===== src/rtl/nssb_pkg.sv =====
// Shared types, constants and helpers for the nearest-neighbor RGB565 blit core.
`default_nettype none

package nssb_pkg;

    // Command codes carried on the input tuser bit.
    localparam logic CMD_WRITE = 1'b0;
    localparam logic CMD_READ  = 1'b1;

    // Configuration register indexes.
    localparam logic [1:0] CFG_SRC_WIDTH  = 2'd0;
    localparam logic [1:0] CFG_SRC_HEIGHT = 2'd1;
    localparam logic [1:0] CFG_DST_WIDTH  = 2'd2;
    localparam logic [1:0] CFG_DST_HEIGHT = 2'd3;

    // Register values after reset.
    localparam logic [8:0] RST_SRC_WIDTH  = 9'd320;
    localparam logic [7:0] RST_SRC_HEIGHT = 8'd240;
    localparam logic [9:0] RST_DST_WIDTH  = 10'd320;
    localparam logic [8:0] RST_DST_HEIGHT = 9'd240;

    // RGB565 packing: bits dropped per channel and field positions.
    localparam int unsigned RED_DROP   = 3;
    localparam int unsigned GREEN_DROP = 2;
    localparam int unsigned BLUE_DROP  = 3;
    localparam int unsigned RED_POS    = 11;
    localparam int unsigned GREEN_POS  = 5;

    // Numerator widths of the two scale divisions.
    localparam int unsigned NUMX_W = 19;
    localparam int unsigned NUMY_W = 17;

    // Queue between the front and the back.
    localparam int unsigned QUEUE_DEPTH = 4;

    typedef logic [NUMX_W-1:0] t_numx;
    typedef logic [NUMY_W-1:0] t_numy;
    typedef logic [18:0]       t_idx;

    // One classified work item as it travels through the queue.
    typedef struct packed {
        logic        is_read;
        logic        empty;
        logic [9:0]  x;
        logic [8:0]  y;
        logic [15:0] rgb;
    } t_item;

    // Configuration as seen by the back part; source sizes already clamped.
    typedef struct packed {
        logic [8:0] sw;
        logic [7:0] sh;
        logic [9:0] dst_w;
        logic [8:0] dst_h;
    } t_cfg;

    // Truncate an 8-bit-per-channel color to RGB565.
    function automatic logic [15:0] pack565(input logic [7:0] r, input logic [7:0] g,
                                            input logic [7:0] b);
        pack565 = (16'(r >> RED_DROP) << RED_POS) | (16'(g >> GREEN_DROP) << GREEN_POS)
                | 16'(b >> BLUE_DROP);
    endfunction

endpackage

`default_nettype wire


===== src/rtl/nssb_front.sv =====
// Front part: configuration registers, input word classification and queue push.
`default_nettype none

module nssb_front #(
    parameter int unsigned SRC_MAX_W = 320,
    parameter int unsigned SRC_MAX_H = 240
) (
    input  wire logic            i_clk,
    input  wire logic            i_rst_n,
    input  wire logic            i_cfg_valid,
    output logic                 o_cfg_ready,
    input  wire logic [1:0]      i_cfg_index,
    input  wire logic [9:0]      i_cfg_data,
    input  wire logic            i_in_valid,
    output logic                 o_in_ready,
    input  wire logic [47:0]     i_in_data,
    input  wire logic            i_in_kind,
    input  wire logic            i_queue_full,
    output logic                 o_push,
    output nssb_pkg::t_item      o_item,
    output nssb_pkg::t_cfg       o_cfg
);

    logic [8:0] r_src_width;
    logic [7:0] r_src_height;
    logic [9:0] r_dst_width;
    logic [8:0] r_dst_height;

    logic [8:0] w_sw;
    logic [7:0] w_sh;
    logic [9:0] w_x;
    logic [8:0] w_y;
    logic       w_read;
    logic       w_keep;

    // Configuration writes are always taken.
    assign o_cfg_ready = 1'b1;

    always_ff @(posedge i_clk) begin
        if (!i_rst_n) begin
            r_src_width  <= nssb_pkg::RST_SRC_WIDTH;
            r_src_height <= nssb_pkg::RST_SRC_HEIGHT;
            r_dst_width  <= nssb_pkg::RST_DST_WIDTH;
            r_dst_height <= nssb_pkg::RST_DST_HEIGHT;
        end else if (i_cfg_valid) begin
            unique case (i_cfg_index)
                nssb_pkg::CFG_SRC_WIDTH:  r_src_width  <= i_cfg_data[8:0];
                nssb_pkg::CFG_SRC_HEIGHT: r_src_height <= i_cfg_data[7:0];
                nssb_pkg::CFG_DST_WIDTH:  r_dst_width  <= i_cfg_data;
                nssb_pkg::CFG_DST_HEIGHT: r_dst_height <= i_cfg_data[8:0];
                default: ;
            endcase
        end
    end

    // Source size in use never exceeds the frame store.
    assign w_sw = (32'(r_src_width) < 32'(SRC_MAX_W)) ? r_src_width : 9'(SRC_MAX_W);
    assign w_sh = (32'(r_src_height) < 32'(SRC_MAX_H)) ? r_src_height : 8'(SRC_MAX_H);

    assign o_cfg.sw    = w_sw;
    assign o_cfg.sh    = w_sh;
    assign o_cfg.dst_w = r_dst_width;
    assign o_cfg.dst_h = r_dst_height;

    // Classify: writes must land in the source, reads in the destination.
    assign w_x    = i_in_data[9:0];
    assign w_y    = i_in_data[18:10];
    assign w_read = (i_in_kind == nssb_pkg::CMD_READ);
    assign w_keep = w_read ? ((w_x < r_dst_width) && (w_y < r_dst_height))
                           : ((w_x < {1'b0, w_sw}) && (w_y < {1'b0, w_sh}));

    assign o_in_ready   = !i_queue_full;
    assign o_push       = i_in_valid && !i_queue_full && w_keep;
    assign o_item.is_read = w_read;
    assign o_item.empty   = (w_sw == '0) || (w_sh == '0);
    assign o_item.x       = w_x;
    assign o_item.y       = w_y;
    assign o_item.rgb     = nssb_pkg::pack565(i_in_data[26:19], i_in_data[34:27],
                                              i_in_data[42:35]);

endmodule

`default_nettype wire


===== config.mk =====
export PLATFORM = sky130hd
export DESIGN_NAME = nssb_front
export DESIGN_NICKNAME = d
export VERILOG_FILES = /design/src/rtl/nssb_pkg.sv /design/src/rtl/nssb_front.sv
export SDC_FILE = /design/constraint.sdc
export NUM_CORES = 1
export LEC_CHECK = 0
export BUFFER_PORTS_ARGS = -buffer_cell sky130_fd_sc_hd__buf_2
export CAP_MARGIN = 20
export CORE_ASPECT_RATIO = 0.7
export CORE_UTILIZATION = 50
export CTS_BUF_LIST = sky130_fd_sc_hd__clkbuf_4 sky130_fd_sc_hd__clkbuf_8
export CTS_CLUSTER_SIZE = 8
export DETAILED_ROUTE_END_ITERATION = 12
export HOLD_SLACK_MARGIN = 0.1
export PLACE_DENSITY = 0.95
export SYNTH_ARGS = -nofsm -noshare
export SYNTH_HDL_FRONTEND = slang
export SYNTH_SLANG_ARGS = --single-unit

===== constraint.sdc =====
create_clock -name i_clk -period 3.9 [get_ports i_clk]
set_input_delay 0.585 -clock i_clk [delete_from_list [all_inputs] [get_ports i_clk]]
set_output_delay 0.585 -clock i_clk [all_outputs]
set_load 0.02 [all_outputs]

# Word-level counts from Yosys, hierarchy flattened
# Cells that the tools add are included.
[op_classes]
n_reduce_logical = 13
muxes = 3
eq_ne = 3
bitwise = 2
n_lt_le_gt_ge = 6
[ops]
columns = ["operator", "count"]
rows = [
  ["16-bit by 11-bit OR with 16-bit output", 1],
  ["16-bit by 5-bit OR with 16-bit output", 1],
  ["10-bit less-than comparator", 1],
  ["10-bit by 9-bit less-than comparator with 1-bit output", 1],
  ["9-bit logical NOT", 1],
  ["9-bit by 8-bit less-than comparator with 1-bit output", 1],
  ["9-bit less-than comparator", 1],
  ["9-bit less-than comparator (second input constant)", 1],
  ["9-bit two-way mux", 1],
  ["8-bit logical NOT", 1],
  ["8-bit less-than comparator (second input constant)", 1],
  ["8-bit two-way mux", 1],
  ["2-bit AND reduction", 4],
  ["2-bit equality test (second input constant)", 2],
  ["1-bit logical AND", 4],
  ["2-bit by 1-bit equality test with 1-bit output (second input constant)", 1],
  ["2-bit logical NOT", 1],
  ["1-bit logical NOT", 1],
  ["1-bit logical OR", 1],
  ["1-bit two-way mux", 1],
]
[word_totals]
regBits = 36
out_inout_bits = 76
elab_cells = 31
inputBits = 66

# Longest topological paths before layout
[logic_depth]
depth_word = 6
ltp_mapped = 8
ltp_nobuf = 8

# Worst setup path after synthesis
# Ideal clock, no wire load.
[synth_path]
path_type = "input -> output"
start = "in i_in_data[3]"
end = "out o_push"
required_ns = 3.315
cell_stages = 4
arrival_ns = 1.943
setup_slack_ns = 1.372
path_cell_list = "ha_1 a2111oi_0 a221oi_1 o31ai_1"
[synth_between]
elab_chain_len = 4
[synth_rtl]
columns = ["element", "line", "source"]
rows = [
  ["start, declared", "nssb_front.sv:16", "input wire logic [47:0] i_in_data,"],
  ["10-bit by 9-bit less-than comparator with 1-bit output / 10-bit less-than comparator (equally long branches)", "nssb_front.sv:70, nssb_front.sv:69", ""],
  ["1-bit logical AND, on equally long branches", "nssb_front.sv:70, nssb_front.sv:69", ""],
  ["1-bit two-way mux (*)", "nssb_front.sv:69", "assign w_keep = w_read ? ((w_x < r_dst_width) && (w_y < r_dst_height))"],
  ["1-bit logical AND (*)", "nssb_front.sv:73", "assign o_push = i_in_valid && !i_queue_full && w_keep;"],
  ["end, declared", "nssb_front.sv:19", "output logic o_push,"],
]
# Every way passes the cells marked *; elsewhere a longest branch is shown, timed or not.

# Worst setup path in the final report
[layout_path]
start = "reg r_src_width[7]"
end = "out o_push"
[layout_between]
elab_chain_len = 6
[layout_rtl]
columns = ["element", "line", "source"]
rows = [
  ["start, declared", "nssb_front.sv:24", "logic [8:0] r_src_width;"],
  ["start signal, assigned", "nssb_front.sv:41", "r_src_width <= nssb_pkg::RST_SRC_WIDTH;"],
  ["start signal, assigned", "nssb_front.sv:47", "nssb_pkg::CFG_SRC_WIDTH: r_src_width <= i_cfg_data[8:0];"],
  ["9-bit less-than comparator", "nssb_front.sv:57", "assign w_sw = (32'(r_src_width) < 32'(SRC_MAX_W)) ? r_src_width : 9'(SRC_MAX_W);"],
  ["9-bit two-way mux (*)", "nssb_front.sv:57", ""],
  ["10-bit by 9-bit less-than comparator with 1-bit output (*)", "nssb_front.sv:70", ": ((w_x < {1'b0, w_sw}) && (w_y < {1'b0, w_sh}));"],
  ["1-bit logical AND (*)", "nssb_front.sv:70", ""],
  ["1-bit two-way mux (*)", "nssb_front.sv:69", ""],
  ["1-bit logical AND (*)", "nssb_front.sv:73", ""],
]
# Marks and branches as above.

==> impl_metrics.tcl <==
set metrics [dict create \
    fmax_ghz 0.3371 \
    grtUsageTotal 0.2352 \
    clockBufferDepth 2 \
    die_w_um 87.59 \
    end_kind "primary output" \
    design.core.area_um2 4861 \
    ys_ff_latch 36 \
    p_leak_nw 1.474 \
    hold_viol 0 \
    final-setup-viol-count 0 \
    hold_start "r_dst_width[5]" \
    arrival_ns 2.38 \
    r2r_end "r_src_height[7]" \
    core.rowCount 21 \
    p_int_mw 0.6092 \
    grt_pass1_wl_um 9577 \
    critPathMaxFanout 7 \
    cts_tree "done" \
    wl_um 6075 \
    start_kind "flop" \
    syn2layout_area_growth_pct 12.79 \
    ios 142 \
    period_needed_ns 2.967 \
    rrSetupSlack_ns 3.08 \
    syn_area_per_cell_um2 7.987 \
    cts_resized 0 \
    insertedDiodeCount 0 \
    cts.sinks 36 \
    grt_start_max_net_pins 37 \
    period_share 0.7607 \
    die_h_um 61.91 \
    remaining_drc_errors 0 \
    numPortBuffers 95 \
    finalSetupTns_ns 0 \
    antenna_left 0 \
    power_frac_seq 0.455 \
    holdPathStages 2 \
    synth_top_area_share 0.2811 \
    grt_setup_unrepaired "false" \
    dieArea_um2 5422 \
    synth_ff_type "dfxtp_1" \
    cellPowerDensity_nw_per_um2 298.7 \
    utilization 0.5949 \
    vdd_drop_max_mv 0.1860 \
    status "completed" \
    dp_hpwl_um 4861 \
    power_frac_clock 0.338 \
    slew_headroom 0.4584 \
    required_ns 3.31 \
    worst-setup-path-type "flop to primary output" \
    dr.pass1.iters 4 \
    power.switching_mw 0.2546 \
    post_cts_buffers 0 \
    cts_buffers 5 \
    clk_latency_ns 0.29 \
    swShare 0.2948 \
    htreeDepth 2 \
    cpLargestDelayFamily "compound AO/OA/AOI/OAI gates" \
    cts_root_buf "clkbuf_8" \
    syn_inst 321 \
    synth_area_leaders "dfxtp_1 (28%), ha_1 (16%), buf_4 (11%)" \
    crit_buf_inv 1 \
    worst_pin_slew_ns 0.8094 \
    hold_class "flop to flop" \
    synth_top_area_cell "dfxtp_1" \
    syn_area_um2 2564 \
    fin_skew_ns 0 \
    cp_slowest_cell "dfxtp_1" \
    ys_seq_area_frac 0.2811 \
    max_cap_violations 0 \
    path_cells "o21ai_4, nand2_1, ha_1, a21oi_1, o21ai_0, o311ai_1, nand4_1, o31ai_1, buf_2" \
    clk_pin_slew_worst_paths_ns 0.07 \
    grt_pass1_vias 2131 \
    drive_above_1_share 0.2861 \
    grt_remaining_overflow 0 \
    worst_path_largest_cell_delay_ns 0.38 \
    yosysWarningCount 0 \
    dr_total_vias 2321 \
    slew_violations 0 \
    ys_types 40 \
    r2r-start "r_src_height[7]" \
    drt_iter0_markers 134 \
    wire_per_inst_um 13.71 \
    fin_nets 471 \
    hold_end "r_dst_width[5]" \
    final_common_cell "buf_2" \
    comb_power_share 0.207 \
    start_util 0.5274 \
    synth_edf_count 0 \
    antenna_found_initial 0 \
    avgViaCountPerCell 5.239 \
    layout_common_cells "buf_2 (95), nand2_1 (58), dfxtp_1 (36)" \
    holdBufCountCts 0 \
    reg2reg_depth 4 \
    syn-num-nets 419 \
    place_congestion 0.8626 \
    ys_async_sr_fraction 0 \
]
[flip-flops by register name (all words and copies together), names as in the netlist]
name          count
r_dst_height      9
r_dst_width      10
r_src_height      8
r_src_width       9
[logic make-up (layout without fill, tap and decap cells)]
logic type / count (synthesis) / count (layout) / share of synthesized area
multiplexers: 12 / 12 / 0.04685
AND/OR/NAND/NOR: 103 / 103 / 0.1938
other: 1 / 1 / 0.001463
AO/OA/AOI/OAI: 51 / 51 / 0.1371
adder cells (fa/ha/maj): 32 / 32 / 0.1562
flip-flops: 36 / 36 / 0.2811
buffers and inverters: 86 / 139 / 0.1835
[area by class of cell]
class	instances	area, um2
Sequential cell	36	720.7
Clock buffer	8	97.59
Fill cell	446	1969
Tap cell	69	86.33
Timing Repair Buffer	96	483.0
Inverter	35	131.4
Multi-Input combinational cell	199	1373
[metrics by stage]
stage / std cells / hold WS (ns) / instance area (um2) / total power, mW / setup slack [ns]
after detailed placement: 435 / 0.4780 / 2794 / 0.5782 / 1.198
after CTS: 443 / 0.4904 / 2892 / 0.8668 / 0.9344
after global placement: 435 / 0.4719 / 2794 / 0.5715 / 1.241
after floorplan: 321 / 0.5060 / 2564 / 0.5460 / 1.372
final: 443 / 0.4876 / 2892 / 0.8638 / 0.9334
after global routing: 443 / 0.5109 / 2892 / 0.9092 / 0.7944
[power groups by stage]
stage | clock network, mW | logic [mW] | registers, mW
floorplan | 0 | 0.138 | 0.408
global placement | 0 | 0.171 | 0.401
detailed placement | 0 | 0.177 | 0.401
CTS | 0.296 | 0.178 | 0.393
global route | 0.314 | 0.201 | 0.395
finish | 0.292 | 0.179 | 0.393
[synth_stat cells, drive strengths merged (3+ instances only)]
library cell	instances
o21ai	12
buf	42
nand2	58
nor2b	14
nor4	3
nand3	3
dfxtp	36
nor2	5
clkbuf	9
mux2i	12
a21boi	14
inv	35
nand4	6
ha	32
o211ai	8
a21oi	7
[worst max-delay path by stage]
stage	slack, ns	endpoint	cells after the start	startpoint
floorplan	1.37	o_push	4	i_in_data[3]
global placement	1.24	o_push	6	i_in_data[3]
detailed placement	1.20	o_push	8	i_in_data[7]
CTS	0.93	o_push	9	r_src_width[7]
global route	0.79	o_push	9	r_src_width[7]
finish	0.93	o_push	9	r_src_width[7]
[worst min-delay path, delay by kind of cell, from the launching register on]
kind / cells / cell delay (ns)
flops: 1 / 0.32
compound gates: 1 / 0.06
simple gates: 1 / 0.05
[routing by layer]
| layer | wire length, um | up-vias | part of all wire | track usage |
|---|---|---|---|---|
| li1 | - | 1137 | - | - |
| met1 | 2993 | 1059 | 0.49 | 0.3153 |
| met2 | 2596 | 115 | 0.43 | 0.3828 |
| met3 | 400 | 10 | 0.066 | 0.04624 |
| met4 | 84 | 0 | 0.014 | 0.08899 |
| met5 | 0 | - | 0 | 0 |
(Power assumes the default switching activity.)
