File: config.mk
export PLATFORM = sky130hd
export DESIGN_NAME = nssb_fifo
export DESIGN_NICKNAME = d
export VERILOG_FILES = /design/src/rtl/nssb_pkg.sv /design/src/rtl/nssb_fifo.sv
export SDC_FILE = /design/constraint.sdc
export NUM_CORES = 1
export LEC_CHECK = 0
export BUFFER_PORTS_ARGS = -buffer_cell sky130_fd_sc_hd__buf_2
export CAP_MARGIN = 0
export CELL_PAD_IN_SITES_DETAIL_PLACEMENT = 1
export CELL_PAD_IN_SITES_GLOBAL_PLACEMENT = 1
export CORE_MARGIN = 2
export CORE_UTILIZATION = 40
export DETAILED_ROUTE_END_ITERATION = 8
export GPL_TIMING_DRIVEN = 0
export PLACE_DENSITY = 0.74
export SETUP_SLACK_MARGIN = 0.1
export SYNTH_ARGS = -nofsm -noshare
export SYNTH_HDL_FRONTEND = slang
export SYNTH_SLANG_ARGS = --single-unit
File: constraint.sdc
create_clock -name i_clk -period 5.9 [get_ports i_clk]
set_input_delay 0.59 -clock i_clk [delete_from_list [all_inputs] [get_ports i_clk]]
set_output_delay 0.59 -clock i_clk [all_outputs]
set_load 0.01 [all_outputs]
File: src/rtl/nssb_pkg.sv
// Shared types, constants and helpers for the nearest-neighbor RGB565 blit core.
`default_nettype none

package nssb_pkg;

    // Command codes carried on the input tuser bit.
    localparam logic CMD_WRITE = 1'b0;
    localparam logic CMD_READ  = 1'b1;

    // Configuration register indexes.
    localparam logic [1:0] CFG_SRC_WIDTH  = 2'd0;
    localparam logic [1:0] CFG_SRC_HEIGHT = 2'd1;
    localparam logic [1:0] CFG_DST_WIDTH  = 2'd2;
    localparam logic [1:0] CFG_DST_HEIGHT = 2'd3;

    // Register values after reset.
    localparam logic [8:0] RST_SRC_WIDTH  = 9'd320;
    localparam logic [7:0] RST_SRC_HEIGHT = 8'd240;
    localparam logic [9:0] RST_DST_WIDTH  = 10'd320;
    localparam logic [8:0] RST_DST_HEIGHT = 9'd240;

    // RGB565 packing: bits dropped per channel and field positions.
    localparam int unsigned RED_DROP   = 3;
    localparam int unsigned GREEN_DROP = 2;
    localparam int unsigned BLUE_DROP  = 3;
    localparam int unsigned RED_POS    = 11;
    localparam int unsigned GREEN_POS  = 5;

    // Numerator widths of the two scale divisions.
    localparam int unsigned NUMX_W = 19;
    localparam int unsigned NUMY_W = 17;

    // Queue between the front and the back.
    localparam int unsigned QUEUE_DEPTH = 4;

    typedef logic [NUMX_W-1:0] t_numx;
    typedef logic [NUMY_W-1:0] t_numy;
    typedef logic [18:0]       t_idx;

    // One classified work item as it travels through the queue.
    typedef struct packed {
        logic        is_read;
        logic        empty;
        logic [9:0]  x;
        logic [8:0]  y;
        logic [15:0] rgb;
    } t_item;

    // Configuration as seen by the back part; source sizes already clamped.
    typedef struct packed {
        logic [8:0] sw;
        logic [7:0] sh;
        logic [9:0] dst_w;
        logic [8:0] dst_h;
    } t_cfg;

    // Truncate an 8-bit-per-channel color to RGB565.
    function automatic logic [15:0] pack565(input logic [7:0] r, input logic [7:0] g,
                                            input logic [7:0] b);
        pack565 = (16'(r >> RED_DROP) << RED_POS) | (16'(g >> GREEN_DROP) << GREEN_POS)
                | 16'(b >> BLUE_DROP);
    endfunction

endpackage

`default_nettype wire

File: src/rtl/nssb_fifo.sv
// Short work-item queue that decouples the front classifier from the back engine.
`default_nettype none

module nssb_fifo (
    input  wire logic            i_clk,
    input  wire logic            i_rst_n,
    input  wire logic            i_push,
    input  wire nssb_pkg::t_item i_item,
    output logic                 o_full,
    input  wire logic            i_pop,
    output logic                 o_avail,
    output nssb_pkg::t_item      o_item
);

    localparam int unsigned DEPTH = nssb_pkg::QUEUE_DEPTH;
    localparam int unsigned PW    = (DEPTH > 1) ? $clog2(DEPTH) : 1;
    localparam int unsigned CW    = $clog2(DEPTH + 1);

    nssb_pkg::t_item r_slot [DEPTH];
    logic [PW-1:0]   r_wr_ptr;
    logic [PW-1:0]   r_rd_ptr;
    logic [CW-1:0]   r_count;

    assign o_full  = (r_count == CW'(DEPTH));
    assign o_avail = (r_count != '0);
    assign o_item  = r_slot[r_rd_ptr];

    // Pointer and fill bookkeeping.
    always_ff @(posedge i_clk) begin
        if (!i_rst_n) begin
            r_wr_ptr <= '0;
            r_rd_ptr <= '0;
            r_count  <= '0;
        end else begin
            if (i_push) begin
                r_wr_ptr <= (r_wr_ptr == PW'(DEPTH - 1)) ? '0 : r_wr_ptr + 1'b1;
            end
            if (i_pop) begin
                r_rd_ptr <= (r_rd_ptr == PW'(DEPTH - 1)) ? '0 : r_rd_ptr + 1'b1;
            end
            if (i_push && !i_pop) begin
                r_count <= r_count + 1'b1;
            end else if (!i_push && i_pop) begin
                r_count <= r_count - 1'b1;
            end
        end
    end

    // Slot storage.
    always_ff @(posedge i_clk) begin
        if (i_push) begin
            r_slot[r_wr_ptr] <= i_item;
        end
    end

    a_count_bound: assert property (@(posedge i_clk) disable iff (!i_rst_n)
        r_count <= CW'(DEPTH)) else $error("queue fill count beyond depth");

    a_no_overflow: assert property (@(posedge i_clk) disable iff (!i_rst_n)
        (o_full && !i_pop) |-> !i_push) else $error("push into a full queue");

    a_no_underflow: assert property (@(posedge i_clk) disable iff (!i_rst_n)
        !o_avail |-> !i_pop) else $error("pop from an empty queue");

endmodule

`default_nettype wire

# Word level (Yosys, flattened, before mapping)
# Memory sizes are Yosys's and may differ from the RTL's. A register that Yosys moved wholly into a read port is not among the register bits.
# Index checks and enable logic that the tools add are counted.
[classes] n_reduce_logical=6 n_addsub=4 n_eq_ne=3 n_mux=8
[op_table] cell="$mux W2" n=4
[op_table] cell="$mux W3" n=2
[op_table] cell="$add A2 B1 Y2 const B" n=2
[op_table] cell="$eq A2 B2 Y1 const B" n=2
[op_table] cell="$add A3 B1 Y3 const B" n=1
[op_table] cell="$eq A3 B3 Y1 const B" n=1
[op_table] cell="$reduce_bool A3 Y1" n=1
[op_table] cell="$sub A3 B1 Y3 const B" n=1
[op_table] cell="$logic_and A1 B1 Y1" n=2
[op_table] cell="$logic_not A1 Y1" n=2
[op_table] cell="$mux W1" n=2
[op_table] cell="$reduce_bool A2 Y1" n=1
[word_totals] word_cells=25 mem_bits_rw=148 inputBits=41 ff_bits=7 output_inout_bits=39 mem_count=1
[memory_table] memory="r_slot" depth=4 word_bits=37 rd=1 rd_ports_with_merged_regs=1 write_ports=1 line="nssb_fifo.sv:19" text="nssb_pkg::t_item r_slot [DEPTH];"

# Longest topological paths before layout
# Gate-level depths: netlist (run 1).
[depth] word_depth=4 mapped_depth=7 mapped_depth_nobuf=7

# Least setup slack after synthesis (run 1)
# Ideal clock, no wire load.
[synth_timing] path_kind="input to register" startpoint="in i_push" endpoint="mem r_slot[0][0] (netlist bit), enable pin" arrival_time_ns=1.495 path_slack_ns=4.008 path_stages=1 t_required_ns=5.502 path_buffers=0 setup_time_ns=0.398 path_cell_list="and2_1"
[synth_between] elab_chain_len=2
[synth_rtl] element="start, declared" line="nssb_fifo.sv:7" text="input wire logic i_push,"
[synth_rtl] element="$mux W1" line="nssb_fifo.sv:51" text="if (i_push) begin"
[synth_rtl] element="$mux W1 (implied by the code)" line="nssb_fifo.sv:52" text="r_slot[r_wr_ptr] <= i_item;"
[synth_rtl] element="end, declared" line="nssb_fifo.sv:19"
# Every way passes these cells.

==> impl_results.md, run 1 <==
* Worst path cell trace: clkbuf_2, buf_2, mux4_2, buf_2
* DR vias at 2707
* 1st-pass router iterations at 4
* I/O pins at 80
* Post-cts resize count at 0
* Worst path arrival time at 1.86 ns
* Clk_skew at 0.00784 ns
* Distinct cells, synth at 23
* Area delta synth->final at 21.4%
* # port buffers at 79
* Syn Nets at 285
* Seq cells post-synth at 157
* Antenna cells at 0
* Antenna-violating nets left at 0
* Actual slew at the worst max-slew pin at 0.609 ns
* Unrepaired setup endpoints after global routing: no
* Tot GR Track Use at 0.143
* Vias per cell at 5.05
* First-pass GRT wire length at around 16 mm
* DRC at 0
* H-tree depth at 4
* CTS root buffer: clkbuf_16
* Pins over their slew limit at 0
* Tcrit/Tclk final at 0.415
* DIE HEIGHT at ~120 µm
* Initial Utilization at 0.406
* CP Max Fanout at 10
* Hold Vio Cnt, Final at 0
* # Max-Cap Violations at 0
* Share of cells above drive strength 1 at 0.435
* Reg clk slew, reported paths at 0.06 ns
* Synth Instances at between 200 and 250
* Remaining global-route overflow at 0
* Number of global-route vias before repair at 3004
* Worst-Skew Late Latency at 0.42 ns
* Fmax at 408 MHz
* Switching fraction of total power at 0.218
* Clock sinks at ~160
* Detailed router's first-iteration violation count at 177
* Sequential power share at 0.526
* Fillers at 1337
* Top cell family by delay on the critical path: buffers and inverters
* Critical-path top delay cell: mux4_2
* Synth warnings at 0
* Die X at between 100 and 150 µm
* Largest net degree at the start of global routing at 21
* Combinational power share at 0.093
* P_int at 1.92 mW
* CP Capture Type: output port
* Worst-case clock buffer depth at 2
* Routed WL at roughly 10 mm
* FF-to-FF setup slack at 4.20 ns
* Initial antenna violation count at 1
* Min Clock Period, post-route at 2.45 ns
* Core outline area at 14400 µm²
* Startpoint Class: flip-flop
* Wire length per cell at 19.1 µm
* P_leak at 2.45 nW
* Die area at 15600 µm²
* Most used cell, CP: buf_2
* Slew Limit Headroom at 0.594
* Nets at 387
* VDD IR-drop max at ~0.24 mV
* DP Wirelength at 6.64 mm
* Run status: finished, final reports clean
* Setup tns final at 0 ns
* Sequential fraction of the synthesis area at 0.790
* Count of hold-fix buffers inserted at cts at 0
* Hold WC Path Type: input pin to flip-flop
* CP peak stage delay at 0.36 ns
* Syn_area_per_cell at 24.7 µm²
* Setup violators final at 0
* Cts bufs inserted at 17
* Worst path bufs/invs at 3
* TritonCTS clock tree: done
* Gp weighted congestion at ~0.68
* Postcts setup bufs at 0
* Sw Pwr at 0.535 mW
* Worst path required time at between 5 and 6 ns
* Crit Path Class: flip-flop to output port
* Rows at between 40 and 50
* Syn Std Cell Area at 5850 µm²
* Clock power share at 0.381
* Pwr Density at around 340 nW/µm²
* Pwr Total at 2.45 mW
## per-layer routing
metal / global-route usage / up-vias / share of wire
met5: 0 / - / 0.0016
met4: 0.0608 / 2 / 0.018
met3: 0.0505 / 17 / 0.054
met2: 0.228 / 73 / 0.50
met1: 0.178 / 1410 / 0.42
li1: - / 1205 / -
## per-stage QoR
stage | setup WS (ns) | hold WS [ns] | cells | area, µm² | utilization
6_report | 3.45 | 0.388 | 536 | 7110 | 0.493
5_1_grt | 3.30 | 0.370 | 536 | 7110 | 0.493
4_1_cts | 3.37 | 0.365 | 536 | 7110 | 0.493
3_5_place_dp | 3.70 | 0.530 | 504 | 6600 | 0.457
3_3_place_gp | 3.12 | 0.483 | 500 | 6480 | 0.449
2_1_floorplan | 4.01 | 0.467 | 237 | 5850 | -
## state kept, by name (all words and copies together) (netlist names), named ones only
register  cells
r_count       3
r_slot      148
r_rd_ptr      2
r_wr_ptr      2
## power groups by stage
stage / Sequential [mW] / Clock [mW] / Combinational [mW]
6_report: 1.29 / 0.934 / 0.227
5_1_grt: 1.30 / 1.00 / 0.250
4_1_cts: 1.29 / 0.961 / 0.235
3_5_place_dp: 1.31 / 0 / 0.234
3_3_place_gp: 1.31 / 0 / 0.217
2_1_floorplan: 1.31 / 0 / 0.134
## kinds of logic after synthesis
family                   synth area share
flip-flops                          0.790
AND/OR/NAND/NOR                    0.0156
AO/OA/AOI/OAI                     0.00342
XOR/XNOR                          0.00299
adder cells (fa/ha/maj)            0.0162
buffers and inverters              0.0182
multiplexers                        0.154
## synth_stat cells
library cell | number | share of area
edfxtp_1 | 148 | 0.76
mux4_2 | 30 | 0.12
dfxtp_1 | 9 | 0.031
mux4_1 | 7 | 0.031
ha_1 | 6 | 0.013
and2_1 | 5 | 0.0053
nor2b_1 | 5 | 0.0053
inv_1 | 4 | 0.0026
mux2i_1 | 4 | 0.0068
buf_12 | 3 | 0.010
buf_2 | 3 | 0.0026
or3_1 | 2 | 0.0021
a21boi_0 | 1 | 0.0013
buf_6 | 1 | 0.0019
clkbuf_2 | 1 | 0.00085
fa_1 | 1 | 0.0034
nor2_1 | 1 | 0.00064
nor3_1 | 1 | 0.00085
nor3b_1 | 1 | 0.0013
o21a_1 | 1 | 0.0013
o21ai_0 | 1 | 0.00085
xnor2_1 | 1 | 0.0015
xor2_1 | 1 | 0.0015
## final cells by class
cell class                      count  area [µm²]  area share
Sequential cell                   157        4620       0.651
Multi-Input combinational cell     68        1130       0.159
Clock buffer                       20         437      0.0614
Buffer                              8        91.3      0.0129
Timing Repair Buffer               83         505      0.0711
Tap cell                          184         230      0.0324
Inverter                            4        15.0     0.00211
Clock inverter                     12        75.1      0.0106
## final timing paths
check                    from             to  cells past startpoint
setup / recovery    flip-flop     o_item[23]                      4
hold / removal     i_item[34]  r_slot[3][34]                      1
setup reg to reg  r_wr_ptr[0]  r_slot[0][14]                      4
hold reg to reg    r_count[2]     r_count[2]                      2
## layout by cell type, fill, tap and decap left out, types with 2 or more instances in the layout
cell	Yosys	final
clkbuf_1	0	3
mux4_2	30	30
buf_2	3	82
nor2b_1	5	5
or3_1	2	2
clkinv_2	0	5
mux4_1	7	7
clkinvlp_4	0	5
edfxtp_1	148	148
buf_16	0	4
and2_2	0	4
dfxtp_1	9	9
ha_1	6	6
buf_12	3	3
clkbuf_16	0	17
inv_1	4	4
mux2i_1	4	4
No activity file was read; power rests on OpenSTA's default activity.
==> run 2: changes to the inputs <==
--- a/config.mk
+++ b/config.mk
@@ -5,6 +5,7 @@
 export SDC_FILE = /design/constraint.sdc
 export NUM_CORES = 1
 export LEC_CHECK = 0
+export ABC_AREA = 1
 export BUFFER_PORTS_ARGS = -buffer_cell sky130_fd_sc_hd__buf_2
 export CAP_MARGIN = 0
 export CELL_PAD_IN_SITES_DETAIL_PLACEMENT = 1
@@ -13,7 +14,7 @@
 export CORE_UTILIZATION = 40
 export DETAILED_ROUTE_END_ITERATION = 8
 export GPL_TIMING_DRIVEN = 0
-export PLACE_DENSITY = 0.74
+export PLACE_DENSITY = 0.78
 export SETUP_SLACK_MARGIN = 0.1
 export SYNTH_ARGS = -nofsm -noshare
 export SYNTH_HDL_FRONTEND = slang
==> constraint.sdc (replaced) <==
create_clock -name i_clk -period 2.3 [get_ports i_clk]
set_input_delay 0.23 -clock i_clk [delete_from_list [all_inputs] [get_ports i_clk]]
set_output_delay 0.23 -clock i_clk [all_outputs]
set_load 0.01 [all_outputs]
==> impl_results.md, run 2 <==
* Run status: finished, final reports clean (unchanged)
* Synth top area share at 0.747 (was 0.759)
* Worst reg-to-reg path cell count at 5 (was 4)
* Worst path required time at 2.07 ns (was 5.31 ns)
* P_leak at 2.65 nW (was 2.45 nW)
* Worst-Skew Late Latency at 0.42 ns (about the same)
* Actual slew at the worst max-slew pin at 0.470 ns (was 0.609 ns)
* Area delta synth->final at 21.7% (was 21.4%)
* Initial antenna violation count at 1 (unchanged)
* Combinational power share at 0.105 (was 0.093)
* Commonest non-fill, non-tap cell in the layout: edfxtp_1 (unchanged)
* Cts bufs inserted at 17 (unchanged)
* Clock power share at 0.394 (was 0.381)
* Most frequent cells in the layout: 148 x edfxtp_1, 84 x buf_2, 83 x nor2_1 (was 148 x edfxtp_1, 82 x buf_2, 30 x mux4_2)
* Global Route met3 Usage at 0.0531 (was 0.0505)
* Synth Instances at 418 (was 237)
* Sw Pwr at 1.51 mW (was 0.535 mW)
* Slew Limit Headroom at 0.687 (was 0.594)
* Min Clock Period, post-route at 2.10 ns
* Ys async rst share at 0 (unchanged)
* Wire length per cell at 19.6 µm (was 19.1 µm)
* Hold WC Path Type: input pin to flip-flop (unchanged)
* 1st-pass router iterations at 4 (unchanged)
* I/O pins at 80 (unchanged)
* GR peak layer: met2 (unchanged)
* Reg with most FFs: r_slot (unchanged)
* Syn_area_per_cell at 14.2 µm² (was 24.7 µm²)
* Worst-case clock buffer depth at 2 (unchanged)
* Most used cell, CP: buf_6 (was buf_2)
* Crit. path cell count at 7 (was 4)
* # Max-Cap Violations at 0 (unchanged)
* GR Util met1 at 0.211 (was 0.178)
* Worst path cell trace: buf_6, inv_2, buf_6, buf_6, nor2_1, o22ai_1, buf_2 (was clkbuf_2, buf_2, mux4_2, buf_2)
* Die X at 126 µm (was 125 µm)
* Gp weighted congestion at 0.700 (was 0.679)
* Critical-path top delay cell: dfxtp_1 (was mux4_2)
* Placed insts at 685 (was 504)
* P_int at 5.09 mW (was 1.92 mW)
* Rows at 44 (unchanged)
* Remaining global-route overflow at 0 (unchanged)
* Dominant cell type by area after synthesis: edfxtp_1 (unchanged)
* Detailed router's first-iteration violation count at 226 (was 177)
* Commonest cells post-synth: 148 x edfxtp_1, 83 x nor2_1, 49 x o21ai_0 (was 148 x edfxtp_1, 30 x mux4_2, 9 x dfxtp_1)
* Fillers at 1513 (was 1337)
* Max FFs per register at 148 (unchanged)
* Crit Path Class: flip-flop to output port (unchanged)
* Unrepaired setup endpoints after global routing: no (unchanged)
* Worst hold stages at 1 (unchanged)
* Core outline area at 14500 µm² (was 14400 µm²)
* Startpoint Class: flip-flop (unchanged)
* CP Max Fanout at 10 (unchanged)
* Distinct cells, synth at 21 (was 23)
* Syn Nets at 466 (was 285)
* H-tree depth at 4 (unchanged)
* DRC at 0 (unchanged)
* TritonCTS clock tree: done (unchanged)
* Pwr Density at 911 nW/µm² (was 345 nW/µm²)
* Switching fraction of total power at 0.228 (was 0.218)
* Post-synth EDFFs at 148 (unchanged)
* Tot GR Track Use at 0.187 (was 0.143)
* Layout Cells excl Fill at 720 (was 536)
* Nets at 571 (was 387)
* Worst path arrival time at 1.87 ns (was 1.86 ns)
* CP peak stage delay at 0.34 ns (was 0.36 ns)
* Reg clk slew, reported paths at 0.06 ns (about the same)
* # port buffers at 79 (unchanged)
* Syn Std Cell Area at 5950 µm² (was 5850 µm²)
* Setup violators final at 0 (unchanged)
* Largest net degree at the start of global routing at 37 (was 21)
* Worst path bufs/invs at 5 (was 3)
* Antenna-violating nets left at 0 (unchanged)
* Tcrit/Tclk final at 0.913
* Biggest regs: r_slot (148), r_count (3) (unchanged)
* Clk_skew at 0.00708 ns (was 0.00784 ns)
* Die area at 15900 µm² (was 15600 µm²)
* DP Wirelength at 8.82 mm (was 6.64 mm)
* Synth warnings at 0 (unchanged)
* Number of global-route vias before repair at 4143 (was 3004)
* Hold slack at 0.0160 ns (was 0.388 ns)
* Sequential power share at 0.501 (was 0.526)
* DIE HEIGHT at 126 µm (was 125 µm)
* Antenna cells at 0 (unchanged)
* Top cells by area, synth: edfxtp_1 75%, nor2_1 5.2%, o21ai_0 4.1% (was edfxtp_1 76%, mux4_2 12%, mux4_1 3.1%)
* DR vias at 3795 (was 2707)
* CP Capture Type: output port (unchanged)
* Initial Utilization at 0.409 (was 0.406)
* Fmax at between 400 and 500 MHz
* Pins over their slew limit at 0 (unchanged)
* Postcts setup bufs at 0 (unchanged)
* Clock sinks at 157 (unchanged)
* Most used flip-flop cell after synthesis: edfxtp_1 (unchanged)
* Hold Vio Cnt, Final at 0 (unchanged)
* Sequential fraction of the synthesis area at 0.777 (was 0.790)
* Met2 Use GR at 0.324 (was 0.228)
* Routed WL at 14.1 mm (was 10.2 mm)
* Seq cells post-synth at 157 (unchanged)
* VDD IR-drop max at 0.511 mV (was 0.242 mV)
* Top-count cell post-synth: edfxtp_1 (unchanged)
* Top cell family by delay on the critical path: buffers and inverters (unchanged)
* Vias per cell at 5.27 (was 5.05)
* First-pass GRT wire length at 21.9 mm (was 16.5 mm)
* Share of cells above drive strength 1 at 0.254 (was 0.435)
* CTS root buffer: clkbuf_16 (unchanged)
[run 2: cell count changes after synthesis, moves of 8 or more]
cell	delta
clkbuf_1	+8
o22ai_1	+37
o21ai_1	+28
mux4_2	-30
nand2_1	+9
o21ai_0	+48
nor2_1	+82
inv_1	+11
[run 2: area by class of cell]
class	count	area [µm²]	area share
multi-input combinational	222	1110	0.153
buffer	23	166	0.0230
inverter	16	60.1	0.00830
clock inverter	10	101	0.0140
tap	184	230	0.0318
timing repair buffer	86	505	0.0698
clock buffer	22	444	0.0614
sequential	157	4620	0.639
[run 2: metrics by stage]
stage,power [mW],utilization,TNS [ns],instance area (µm²),worst slack [ns]
2_1_floorplan,3.73,-,0,5950,0.590
3_3_place_gp,4.01,0.452,-1.82,6580,-0.0371
3_5_place_dp,4.06,0.458,0,6660,0.486
4_1_cts,6.66,0.498,0,7240,0.130
5_1_grt,6.83,0.498,0,7240,0.129
6_report,6.59,0.498,0,7240,0.200
[run 2: routing by layer]
| layer | vias to the layer above | wire, µm | part of all wire |
|---|---|---|---|
| li1 | 1760 | - | - |
| met4 | 2 | 326 | 0.023 |
| met2 | 115 | 7380 | 0.52 |
| met3 | 29 | 805 | 0.057 |
| met1 | 1889 | 5610 | 0.40 |
| met5 | - | 13 | 0.00092 |
[run 2: worst paths after layout]
kind,start,endpoint,slack (ns)
min reg2reg,r_wr_ptr[1],r_wr_ptr[1],0.53
max,flip-flop,o_item[36],0.20
max reg2reg,r_wr_ptr[0],r_slot[0][1],0.74
min,i_item[20],r_slot[3][20],0.02
[run 2: cell families after synthesis]
logic type | after synthesis | synth area share
AO/OA/AOI/OAI | 117 | 0.106
buffers and inverters | 39 | 0.0366
AND/OR/NAND/NOR | 97 | 0.0625
XOR/XNOR | 1 | 0.00147
adder cells (fa/ha/maj) | 7 | 0.0160
flip-flops | 157 | 0.777
[run 2: repair_timing]
action	in CTS	in global routing
endpoints found under the setup margin	17	9
resized for setup	5	4
hold buffers	3	0
endpoints found under the hold margin	12	0
[run 2: power by group through the flow]
stage,Combinational [mW],Sequential (mW),Clock [mW]
5_1_grt,0.771,3.32,2.74
2_1_floorplan,0.373,3.35,0
4_1_cts,0.706,3.31,2.65
3_3_place_gp,0.650,3.36,0
6_report,0.693,3.30,2.60
3_5_place_dp,0.694,3.36,0
[run 2: worst register-to-register path, delay by kind of cell, from the launching register on]
family | cells | cell delay (ns)
AND/OR/NAND/NOR | 1 | 0.06
flip-flops | 1 | 0.35
buffers and inverters | 3 | 0.70
adder cells (fa/ha/maj) | 1 | 0.14
